==> src/design/tcw_pkg.sv <==
// ----------------------------------------------------------------------------
// tcw_pkg: shared types and constants for the text cursor character writer
// Holds the command kind codes, the register indexes, the configuration
// bundle and the write job that travels from the front part to the back part.
// ----------------------------------------------------------------------------
package tcw_pkg;

  // Cursor arithmetic width and tab spacing (tab spacing is a power of two).
  localparam int CURSOR_BITS = 16;
  localparam int TAB_STEP    = 8;

  // Field and register widths.
  localparam int KIND_W   = 3;
  localparam int CHAR_W   = 8;
  localparam int MOVE_W   = 16;
  localparam int COLOR_W  = 8;
  localparam int ADDR_W   = 32;
  localparam int DIM_W    = 11;
  localparam int STRIDE_W = 13;
  localparam int INDEX_W  = 3;
  localparam int DATA_W   = 32;

  // A written column or row lies below a DIM_W-bit count.
  localparam int PROD_W = DIM_W + STRIDE_W;

  // Small queue between the front and back parts.
  localparam int QUEUE_DEPTH = 2;
  localparam int QPTR_W      = $clog2(QUEUE_DEPTH);

  localparam logic [COLOR_W-1:0] COLOR_RESET = 8'h0F;

  localparam logic [CHAR_W-1:0] CH_TAB = 8'd9;
  localparam logic [CHAR_W-1:0] CH_LF  = 8'd10;
  localparam logic [CHAR_W-1:0] CH_CR  = 8'd13;

  typedef enum logic [KIND_W-1:0] {
    KIND_CHAR  = 3'd0,
    KIND_SET   = 3'd1,
    KIND_ADD   = 3'd2,
    KIND_COLOR = 3'd3,
    KIND_HOME  = 3'd4
  } kind_t;

  typedef enum logic [INDEX_W-1:0] {
    REG_BASE    = 3'd0,
    REG_COLUMNS = 3'd1,
    REG_ROWS    = 3'd2,
    REG_STRIDE  = 3'd3,
    REG_MONO    = 3'd4
  } reg_index_t;

  typedef struct packed {
    logic [ADDR_W-1:0]   base;
    logic [DIM_W-1:0]    columns;
    logic [DIM_W-1:0]    rows;
    logic [STRIDE_W-1:0] stride;
    logic                mono;
  } cfg_t;

  // One character write: row offset already multiplied out.
  typedef struct packed {
    logic [PROD_W-1:0]  row_offset;
    logic [DIM_W-1:0]   col;
    logic [CHAR_W-1:0]  ch;
    logic [COLOR_W-1:0] color;
  } job_t;

endpackage

==> src/design/tcw_cmd_if.sv <==
// ----------------------------------------------------------------------------
// tcw_cmd_if: print command channel
// Valid/ready channel carrying one print command per transaction.
// ----------------------------------------------------------------------------
interface tcw_cmd_if;
  logic                              valid;
  logic                              ready;
  logic [tcw_pkg::KIND_W-1:0]        kind;
  logic [tcw_pkg::CHAR_W-1:0]        char_code;
  logic signed [tcw_pkg::MOVE_W-1:0] move_x;
  logic signed [tcw_pkg::MOVE_W-1:0] move_y;
  logic [tcw_pkg::COLOR_W-1:0]       new_color;

  modport source (output valid, kind, char_code, move_x, move_y, new_color,
                  input ready);
  modport sink (input valid, kind, char_code, move_x, move_y, new_color,
                output ready);
endinterface

==> src/design/tcw_wr_if.sv <==
// ----------------------------------------------------------------------------
// tcw_wr_if: buffer byte write channel
// Valid/ready channel carrying one byte write per transaction.
// ----------------------------------------------------------------------------
interface tcw_wr_if;
  logic                        valid;
  logic                        ready;
  logic [tcw_pkg::ADDR_W-1:0]  write_address;
  logic [tcw_pkg::CHAR_W-1:0]  write_data;
  logic                        last_write;

  modport source (output valid, write_address, write_data, last_write,
                  input ready);
  modport sink (input valid, write_address, write_data, last_write,
                output ready);
endinterface

==> src/design/tcw_cfg_if.sv <==
// ----------------------------------------------------------------------------
// tcw_cfg_if: register write channel
// Valid/ready channel carrying one register write per transaction.
// ----------------------------------------------------------------------------
interface tcw_cfg_if;
  logic                        valid;
  logic                        ready;
  logic [tcw_pkg::INDEX_W-1:0] reg_index;
  logic [tcw_pkg::DATA_W-1:0]  reg_data;

  modport source (output valid, reg_index, reg_data, input ready);
  modport sink (input valid, reg_index, reg_data, output ready);
endinterface

==> src/design/text_cursor_char_writer.sv <==
// ----------------------------------------------------------------------------
// text_cursor_char_writer: print commands to text buffer byte writes
// Keeps a console cursor and color and writes visible characters into a
// text screen buffer in mono or character-plus-attribute layout.
// ----------------------------------------------------------------------------
// A new command can be accepted every clock cycle as long as the two-entry
// job queue has room. Cursor moves, color changes, control characters and
// characters outside the screen produce no writes. A visible character in
// mono mode produces one byte write; in attribute mode it produces the
// character byte followed by the color byte at the next address, the second
// write carrying last_write. The output port issues at most one byte write
// per cycle, so in attribute mode a steady stream of visible characters
// settles at one command per two byte writes, and in mono mode at one per
// cycle while the write port is not stalled. The first write of a character
// goes into the job queue when its command is accepted and then into the
// registered write port. Registers are written over the cfg channel, which
// is always ready, and must only change while no command is still being
// processed.
// ----------------------------------------------------------------------------
module text_cursor_char_writer (
  input  logic        clk,
  input  logic        rst,
  tcw_cmd_if.sink     cmd,
  tcw_wr_if.source    wr,
  tcw_cfg_if.sink     cfg
);

  // Register file; reset values match a one-cell attribute-mode screen.
  tcw_pkg::cfg_t cfg_regs;

  // Queue signals between the front and back parts.
  tcw_pkg::job_t push_job;
  tcw_pkg::job_t head_job;
  logic          push;
  logic          pop;
  logic          q_full;
  logic          q_not_empty;

  // Register writes are always taken; unknown indexes are dropped.
  assign cfg.ready = 1'b1;

  always_ff @(posedge clk) begin
    if (rst) begin
      cfg_regs.base    <= '0;
      cfg_regs.columns <= tcw_pkg::DIM_W'(1);
      cfg_regs.rows    <= tcw_pkg::DIM_W'(1);
      cfg_regs.stride  <= tcw_pkg::STRIDE_W'(2);
      cfg_regs.mono    <= 1'b0;
    end else if (cfg.valid) begin
      unique case (cfg.reg_index)
        tcw_pkg::REG_BASE:    cfg_regs.base    <= tcw_pkg::ADDR_W'(cfg.reg_data);
        tcw_pkg::REG_COLUMNS: cfg_regs.columns <= cfg.reg_data[tcw_pkg::DIM_W-1:0];
        tcw_pkg::REG_ROWS:    cfg_regs.rows    <= cfg.reg_data[tcw_pkg::DIM_W-1:0];
        tcw_pkg::REG_STRIDE:  cfg_regs.stride  <= cfg.reg_data[tcw_pkg::STRIDE_W-1:0];
        tcw_pkg::REG_MONO:    cfg_regs.mono    <= cfg.reg_data[0];
        default: begin
        end
      endcase
    end
  end

  // Front part: command decode, cursor and color state, row offset multiply.
  tcw_front u_front (
    .clk    (clk),
    .rst    (rst),
    .cfg    (cfg_regs),
    .cmd    (cmd),
    .q_full (q_full),
    .push   (push),
    .job    (push_job)
  );

  // Queue that lets the front keep taking commands while writes drain.
  tcw_queue u_queue (
    .clk       (clk),
    .rst       (rst),
    .push      (push),
    .din       (push_job),
    .pop       (pop),
    .dout      (head_job),
    .full      (q_full),
    .not_empty (q_not_empty)
  );

  // Back part: address add and one or two registered byte writes per job.
  tcw_back u_back (
    .clk       (clk),
    .rst       (rst),
    .cfg       (cfg_regs),
    .job       (head_job),
    .job_valid (q_not_empty),
    .pop       (pop),
    .wr        (wr)
  );

endmodule

==> src/design/tcw_front.sv <==
// ----------------------------------------------------------------------------
// tcw_front: command front part
// Accepts print commands, keeps the cursor and color, and hands each
// visible character to the queue as a write job.
// ----------------------------------------------------------------------------
module tcw_front (
  input  logic              clk,
  input  logic              rst,
  input  tcw_pkg::cfg_t     cfg,
  tcw_cmd_if.sink           cmd,
  input  logic              q_full,
  output logic              push,
  output tcw_pkg::job_t     job
);

  localparam int CB    = tcw_pkg::CURSOR_BITS;
  localparam int CMP_W = CB + tcw_pkg::DIM_W + 1;

  localparam logic [CB-1:0] TAB_MASK = CB'(tcw_pkg::TAB_STEP - 1);

  logic [CB-1:0]               cursor_column, cursor_column_next;
  logic [CB-1:0]               cursor_row, cursor_row_next;
  logic [tcw_pkg::COLOR_W-1:0] current_color, current_color_next;
  logic                        accept;
  logic                        col_inside;
  logic                        row_inside;
  logic                        printable;

  assign cmd.ready = !q_full;
  assign accept    = cmd.valid && cmd.ready;

  // A cursor value is on screen when it is non-negative and below the count.
  assign col_inside = !cursor_column[CB-1] &&
                      (CMP_W'(cursor_column) < CMP_W'(cfg.columns));
  assign row_inside = !cursor_row[CB-1] &&
                      (CMP_W'(cursor_row) < CMP_W'(cfg.rows));

  assign printable = (cmd.kind == tcw_pkg::KIND_CHAR) &&
                     (cmd.char_code != tcw_pkg::CH_CR) &&
                     (cmd.char_code != tcw_pkg::CH_LF) &&
                     (cmd.char_code != tcw_pkg::CH_TAB);

  assign push = accept && printable && col_inside && row_inside;

  always_comb begin
    job.row_offset = tcw_pkg::PROD_W'(tcw_pkg::DIM_W'(cursor_row)) *
                     tcw_pkg::PROD_W'(cfg.stride);
    job.col        = tcw_pkg::DIM_W'(cursor_column);
    job.ch         = cmd.char_code;
    job.color      = current_color;
  end

  always_comb begin
    cursor_column_next = cursor_column;
    cursor_row_next    = cursor_row;
    current_color_next = current_color;
    unique case (cmd.kind)
      tcw_pkg::KIND_CHAR: begin
        if (cmd.char_code == tcw_pkg::CH_CR) begin
          cursor_column_next = '0;
        end else if (cmd.char_code == tcw_pkg::CH_LF) begin
          cursor_column_next = '0;
          cursor_row_next    = cursor_row + CB'(1);
        end else if (cmd.char_code == tcw_pkg::CH_TAB) begin
          cursor_column_next = (cursor_column + TAB_MASK) & ~TAB_MASK;
        end else begin
          cursor_column_next = cursor_column + CB'(1);
        end
      end
      tcw_pkg::KIND_SET: begin
        cursor_column_next = CB'(cmd.move_x);
        cursor_row_next    = CB'(cmd.move_y);
      end
      tcw_pkg::KIND_ADD: begin
        cursor_column_next = cursor_column + CB'(cmd.move_x);
        cursor_row_next    = cursor_row + CB'(cmd.move_y);
      end
      tcw_pkg::KIND_COLOR: begin
        current_color_next = cmd.new_color;
      end
      tcw_pkg::KIND_HOME: begin
        cursor_column_next = '0;
        cursor_row_next    = '0;
      end
      default: begin
      end
    endcase
  end

  always_ff @(posedge clk) begin
    if (rst) begin
      cursor_column <= '0;
      cursor_row    <= '0;
      current_color <= tcw_pkg::COLOR_RESET;
    end else if (accept) begin
      cursor_column <= cursor_column_next;
      cursor_row    <= cursor_row_next;
      current_color <= current_color_next;
    end
  end

endmodule

==> src/design/tcw_queue.sv <==
// ----------------------------------------------------------------------------
// tcw_queue: write job queue
// A two-entry first-in first-out queue of write jobs between the front and
// back parts.
// ----------------------------------------------------------------------------
module tcw_queue (
  input  logic          clk,
  input  logic          rst,
  input  logic          push,
  input  tcw_pkg::job_t din,
  input  logic          pop,
  output tcw_pkg::job_t dout,
  output logic          full,
  output logic          not_empty
);

  tcw_pkg::job_t              mem [tcw_pkg::QUEUE_DEPTH];
  logic [tcw_pkg::QPTR_W-1:0] wr_ptr;
  logic [tcw_pkg::QPTR_W-1:0] rd_ptr;
  logic [tcw_pkg::QPTR_W:0]   count;

  assign full      = (count == (tcw_pkg::QPTR_W + 1)'(tcw_pkg::QUEUE_DEPTH));
  assign not_empty = (count != '0);
  assign dout      = mem[rd_ptr];

  always_ff @(posedge clk) begin
    if (push) begin
      mem[wr_ptr] <= din;
    end
  end

  always_ff @(posedge clk) begin
    if (rst) begin
      wr_ptr <= '0;
      rd_ptr <= '0;
      count  <= '0;
    end else begin
      if (push) begin
        wr_ptr <= wr_ptr + tcw_pkg::QPTR_W'(1);
      end
      if (pop) begin
        rd_ptr <= rd_ptr + tcw_pkg::QPTR_W'(1);
      end
      if (push && !pop) begin
        count <= count + (tcw_pkg::QPTR_W + 1)'(1);
      end else if (pop && !push) begin
        count <= count - (tcw_pkg::QPTR_W + 1)'(1);
      end
    end
  end

endmodule

==> src/design/tcw_back.sv <==
// ----------------------------------------------------------------------------
// tcw_back: byte write back part
// Takes write jobs from the queue and issues one or two byte writes each
// through a registered output stage.
// ----------------------------------------------------------------------------
module tcw_back (
  input  logic          clk,
  input  logic          rst,
  input  tcw_pkg::cfg_t cfg,
  input  tcw_pkg::job_t job,
  input  logic          job_valid,
  output logic          pop,
  tcw_wr_if.source      wr
);

  typedef enum logic {
    PH_FIRST,
    PH_SECOND
  } phase_t;

  phase_t                     phase;
  logic                       load;
  logic [tcw_pkg::ADDR_W-1:0] first_address;
  logic [tcw_pkg::ADDR_W-1:0] col_offset;

  assign load = !wr.valid || wr.ready;

  // Attribute mode stores two bytes per cell.
  assign col_offset = cfg.mono ? tcw_pkg::ADDR_W'(job.col)
                               : tcw_pkg::ADDR_W'({job.col, 1'b0});
  assign first_address = cfg.base + tcw_pkg::ADDR_W'(job.row_offset) + col_offset;

  assign pop = load && ((phase == PH_SECOND) ||
                        (phase == PH_FIRST && job_valid && cfg.mono));

  always_ff @(posedge clk) begin
    if (rst) begin
      phase    <= PH_FIRST;
      wr.valid <= 1'b0;
    end else if (load) begin
      unique case (phase)
        PH_SECOND: begin
          wr.valid         <= 1'b1;
          wr.write_address <= wr.write_address + tcw_pkg::ADDR_W'(1);
          wr.write_data    <= job.color;
          wr.last_write    <= 1'b1;
          phase            <= PH_FIRST;
        end
        PH_FIRST: begin
          if (job_valid) begin
            wr.valid         <= 1'b1;
            wr.write_address <= first_address;
            wr.write_data    <= job.ch;
            wr.last_write    <= cfg.mono;
            phase            <= cfg.mono ? PH_FIRST : PH_SECOND;
          end else begin
            wr.valid <= 1'b0;
          end
        end
        default: begin
          phase <= PH_FIRST;
        end
      endcase
    end
  end

endmodule

==> src/flat_wrapper.sv <==
// flat-port wrapper written by rule: the top's interface ports become plain ports
module text_cursor_char_writer_flat 
  (clk, rst, cmd_valid, cmd_kind, cmd_char_code, cmd_move_x, cmd_move_y, cmd_new_color, cmd_ready, wr_valid, wr_write_address, wr_write_data, wr_last_write, wr_ready, cfg_valid, cfg_reg_index, cfg_reg_data, cfg_ready);
  tcw_cmd_if cmd_i ();
  tcw_wr_if wr_i ();
  tcw_cfg_if cfg_i ();
  input  logic clk;
  input  logic rst;
  input wire logic [$bits(cmd_i.valid)-1:0] cmd_valid;
  input wire logic [$bits(cmd_i.kind)-1:0] cmd_kind;
  input wire logic [$bits(cmd_i.char_code)-1:0] cmd_char_code;
  input wire logic [$bits(cmd_i.move_x)-1:0] cmd_move_x;
  input wire logic [$bits(cmd_i.move_y)-1:0] cmd_move_y;
  input wire logic [$bits(cmd_i.new_color)-1:0] cmd_new_color;
  output wire logic [$bits(cmd_i.ready)-1:0] cmd_ready;
  output wire logic [$bits(wr_i.valid)-1:0] wr_valid;
  output wire logic [$bits(wr_i.write_address)-1:0] wr_write_address;
  output wire logic [$bits(wr_i.write_data)-1:0] wr_write_data;
  output wire logic [$bits(wr_i.last_write)-1:0] wr_last_write;
  input wire logic [$bits(wr_i.ready)-1:0] wr_ready;
  input wire logic [$bits(cfg_i.valid)-1:0] cfg_valid;
  input wire logic [$bits(cfg_i.reg_index)-1:0] cfg_reg_index;
  input wire logic [$bits(cfg_i.reg_data)-1:0] cfg_reg_data;
  output wire logic [$bits(cfg_i.ready)-1:0] cfg_ready;
  assign cmd_i.valid = cmd_valid;
  assign cmd_i.kind = cmd_kind;
  assign cmd_i.char_code = cmd_char_code;
  assign cmd_i.move_x = cmd_move_x;
  assign cmd_i.move_y = cmd_move_y;
  assign cmd_i.new_color = cmd_new_color;
  assign cmd_ready = cmd_i.ready;
  assign wr_valid = wr_i.valid;
  assign wr_write_address = wr_i.write_address;
  assign wr_write_data = wr_i.write_data;
  assign wr_last_write = wr_i.last_write;
  assign wr_i.ready = wr_ready;
  assign cfg_i.valid = cfg_valid;
  assign cfg_i.reg_index = cfg_reg_index;
  assign cfg_i.reg_data = cfg_reg_data;
  assign cfg_ready = cfg_i.ready;
  text_cursor_char_writer u_core (.clk(clk), .rst(rst), .cmd(cmd_i), .wr(wr_i), .cfg(cfg_i));
endmodule
==> config.mk <==
export PLATFORM = sky130hd
export DESIGN_NAME = text_cursor_char_writer_flat
export DESIGN_NICKNAME = d
export VERILOG_FILES = /design/src/design/tcw_pkg.sv /design/src/design/tcw_cmd_if.sv /design/src/design/tcw_wr_if.sv /design/src/design/tcw_cfg_if.sv /design/src/design/text_cursor_char_writer.sv /design/src/design/tcw_front.sv /design/src/design/tcw_queue.sv /design/src/design/tcw_back.sv /design/src/flat_wrapper.sv
export SDC_FILE = /design/constraint.sdc
export NUM_CORES = 1
export LEC_CHECK = 0
export BUFFER_PORTS_ARGS = -buffer_cell sky130_fd_sc_hd__buf_2
export CORE_ASPECT_RATIO = 1.75
export CORE_MARGIN = 3
export CORE_UTILIZATION = 50
export CTS_CLUSTER_DIAMETER = 120
export DETAILED_ROUTE_END_ITERATION = 10
export GPL_ROUTABILITY_DRIVEN = 0
export PLACE_DENSITY = 0.72
export SLEW_MARGIN = 20
export SYNTH_ARGS = -nofsm -noshare
export SYNTH_HDL_FRONTEND = slang
export SYNTH_HIERARCHICAL = 1
export SYNTH_SLANG_ARGS = --single-unit
==> constraint.sdc <==
create_clock -name clk -period 6.1 [get_ports clk]
set_input_delay 1.22 -clock clk [delete_from_list [all_inputs] [get_ports clk]]
set_output_delay 1.22 -clock clk [all_outputs]
set_load 0.05 [all_outputs]
==> metrics.md <==
| Metric | Value |
|---|---|
| Row Count | 96 |
| Setup repair after global routing missed its margin | false |
| Setup TNS | 0 ps |
| Final worst slack | around 260 ps |
| Design Power | a little under 6 mW |
| Main flop type after synthesis | edfxtp_1 |
| Count of input and output buffers | 133 |
| Worst Setup Start Kind | flop |
| Clock root cell | clkbuf_16 |
| Initial core utilization | 0.509 |
| Final Non-Filler Cells | between 2k and 3k |
| Logic pwr share | 0.350 |
| NumNets Final | roughly 2.5k |
| PostCTS Resize Cnt | 0 |
| Seq cells post-synth | approximately 260 |
| Final Cell Area | around 0.022 mm² |
| Cell leakage power | approximately 9.4 nW |
| 1st-iter DRT viols | 935 |
| Initial antenna violation count | 0 |
| Pwr dens | around 260 mW/mm² |
| Die Height | 271 µm |
| Max-cap violations | 0 |
| Final setup violation count | 0 |
| Synth Instances | slightly above 2k |
| DR WL/cell | around 18 µm |
| Hold-fix buffers, CTS | 0 |
| Cts bufs inserted | 24 |
| Slew margin rel. | 0.295 |
| Residual DRC | 1 |
| Sequential fraction of the synthesis area | 0.328 |
| Cell Area, Synth | around 0.020 mm² |
| Largest net degree at the start of global routing | 95 |
| Switch share | 0.364 |
| Cell Int Power | 3.68 mW |
| Largest family of logic cells by synthesized area | adder cells |
| Pre-Repair DR Iteration Count | 10 |
| Syn nets | between 2k and 2.5k |
| Switching pwr | ~2.1 mW |
| Antenna-violating nets left | 0 |
| Clk sinks | around 260 |
| Final WL | approximately 48,000 µm |
| Worst path required time | 6500 ps |
| Clock Pin Slew Worst Setup and Hold Paths | 70 ps |
| Synth Area in Simple Gates | 0.166 |
| Total GRT Usage | 0.221 |
| Post-CTS setup buffers | 0 |
| Crit-path max FO | 13 |
| Outcome | finished with violations |
| ANT cells | 0 |
| Peak supply drop | ~0.20 mV |
| Post-synthesis mux area share | 0.0817 |
| Worst R2R Path Depth | 17 |
| Max Root-Sink Buffers | 3 |
| Inst Count DP | between 2k and 3k |
| Nature of the critical path endpoint | flop |
| Worst Hold Class | reg2reg |
| Top-area cell type share of the netlist area | 0.213 |
| Vias per Instance | approximately 5.7 |
| Layout cells sized above 1 | 0.143 |
| CTS tree | built |
| Area contributors post-synth | edfxtp_1 (21%), dfxtp_1 (11%), fa_1 (11%), ha_1 (9.4%), mux2_2 (4.0%) |
| Core box area | around 0.04 mm² |
| Area delta synth->final | 9.02% |
| Chip width | about 160 µm |
| Global-route wire length before repair | 77,100 µm |
| Synth Warn # | 6 |
| Number of global-route vias before repair | around 16k |
| DP HPWL | between 30,000 and 40,000 µm |
| Arrival time worst endpoint | ~6200 ps |
| Fraction of the mapped netlist area in compound gates | 0.115 |
| Hold endpoint | u_core/u_queue/mem[0][5] |
| H-tree depth | 1 |
| Critical hold path startpoint | u_core/u_front/current_color[5] |
| Violated checks | design-rule violations |
| Syn avg cell area | between 9 and 10 µm² |
| Post-synth ARST share | 0 |
| Top Ports | 135 |
| Clk network pwr share | 0.261 |
| Placed Area | approximately 0.021 mm² |
| Post-synthesis adder-cell area fraction | 0.207 |
| Total number of vias | ~15k |
| Reg2Reg Setup Slack | 260 ps |
| EDFF count, synth | 143 |
| Worst slew pin tran | 1050 ps |
| RR Endpoint | u_core/u_queue/mem[0][50] |
| Tmin final | 5840 ps |
| Global route overflow | 0 |
| Highest Clock Rate | between 150 and 200 MHz |
| Endpoints failing hold | 0 |
| Clock Latency Late Sink | between 500 and 600 ps |
| Die ar. | between 0.04 and 0.05 mm² |
| Top cell type by total area after synthesis | edfxtp_1 |
| Synth Area in XOR/XNOR | 0.0439 |
| Critical path class | reg2reg |
| Seq pwr share | 0.389 |
| Fin Clk Skew | ~12 ps |
| Fin. max-slew vios | 0 |
| Period utilisation layout | 0.957 |
| RR Startpoint | u_core/u_front/cursor_row[3] |
| Place WS | around 320 ps |
| Netlist cell types | 100 |
| WHS Path Cells | 0 |
flip-flops by register name (all words and copies together) (netlist names), named ones only:
name                            cells
u_core/u_front/current_color        8
u_core/u_back/phase                 1
u_core/u_queue/count                2
u_core/u_queue/wr_ptr               1
u_core/u_back/wr.write_address     32
u_core/u_front/cursor_row          16
u_core/u_back/wr.write_data         8
u_core/u_front/cursor_column       16
u_core/u_back/wr.valid              1
u_core/u_queue/mem                102
u_core/u_queue/rd_ptr               1
u_core/u_back/wr.last_write         1
u_core/cfg_regs                    68
placed cells by master, fill, tap and decap left out, drive strengths merged, types with 39 or more instances in the layout:
master	netlist	routed
buf	39	160
ha	152	152
nor2	103	103
a21oi	85	85
nand2	174	174
mux2i	81	81
xor2	39	39
nand2b	113	113
and2	85	85
fa	113	113
dfxtp	115	115
o21ai	68	68
edfxtp	143	143
mux2	74	74
inv	185	187
xnor2	62	62
power by group through the flow:
| stage | logic, mW | registers, mW | clock network, mW |
|---|---|---|---|
| after floorplan | 1.32 | 2.50 | 0 |
| after global placement | 1.96 | 2.28 | 0 |
| after detailed placement | 2.00 | 2.29 | 0 |
| after CTS | 2.02 | 2.25 | 1.54 |
| after global routing | 2.22 | 2.28 | 1.61 |
| final | 2.02 | 2.25 | 1.51 |
Yosys cell counts (4+ instances only):
cell,n
nand3_1,29
dfxtp_1,115
and3_1,16
or4_1,4
mux2_2,72
mux2i_1,81
and4_1,6
and2_1,85
a211oi_1,27
o21ai_0,34
ha_1,152
o21a_1,14
nor3_1,23
nand2_1,174
xnor2_1,62
a21o_1,33
or3_1,4
a31oi_1,8
xor2_1,39
o31a_1,4
a211o_1,7
nor2b_1,17
a22oi_1,13
fa_1,113
edfxtp_1,143
nor2_1,103
a311oi_1,5
inv_1,183
a221oi_1,8
nand4b_1,4
nand2b_1,113
nor4_1,8
nand4_1,16
a21oi_1,81
o21bai_1,9
buf_4,22
buf_2,11
o31ai_1,6
o21ai_1,33
a2111oi_0,4
o211ai_1,7
clkbuf_1,61
cell families (layout without fill, tap and decap cells):
| group | count (synthesis) | count (layout) |
|---|---|---|
| buffers and inverters | 286 | 390 |
| adder cells (fa/ha/maj) | 265 | 265 |
| flip-flops | 258 | 258 |
| XOR/XNOR | 101 | 101 |
| multiplexers | 155 | 155 |
| AO/OA/AOI/OAI | 339 | 339 |
| AND/OR/NAND/NOR | 629 | 629 |
| other | 1 | 1 |
final cells by class:
cell class | count | area [µm²]
Inverter | 186 | 698
Clock buffer | 30 | 684
Fill cell | 3469 | 17600
Multi-Input combinational cell | 1490 | 12400
Timing Repair Buffer | 160 | 871
Clock inverter | 14 | 113
Sequential cell | 258 | 6600
Tap cell | 490 | 613
worst max-delay path by stage:
stage	start	to	slack [ps]	depth (start not counted)
detailed placement	u_core/u_front/cursor_row[3]	u_core/u_queue/mem[0][50]	320	17
CTS	u_core/u_front/cursor_row[3]	u_core/u_queue/mem[1][50]	300	17
global placement	u_core/u_front/cursor_row[9]	u_core/u_queue/mem[0][50]	410	17
floorplan	u_core/u_front/cursor_row[10]	u_core/u_queue/mem[0][50]	530	18
finish	u_core/u_front/cursor_row[3]	u_core/u_queue/mem[0][50]	260	17
global route	u_core/u_front/cursor_row[9]	u_core/u_queue/mem[0][50]	50	17
metal layers:
layer  GRT usage  vias to the layer above  wire [µm]
met4      0.0903                        0       2000
li1            -                     7212          -
met1       0.255                     7321      18700
met2       0.412                      375      25400
met5           0                        -          0
met3      0.0185                      129       1670
stage by stage:
stage               utilization  hold slack, ps
CTS                       0.555             461
floorplan                     -             418
global route              0.555             478
global placement          0.535             426
detailed placement        0.535             441
finish                    0.555             460
worst max-delay path, stage by stage (launching register included):
cell and delay, ps:
dfxtp_1 680, nand2_1 170, fa_1 510, fa_1 540, inv_1 60, fa_1 460, fa_1 540, inv_1 50
fa_1 520, inv_1 40, ha_1 370, a21oi_2 160, o21ai_2 90, or3_1 380, o211a_1 250, a41o_1 280
or4_1 480, nand3_1 110
Note: power is estimated with default switching activity, not from simulation.
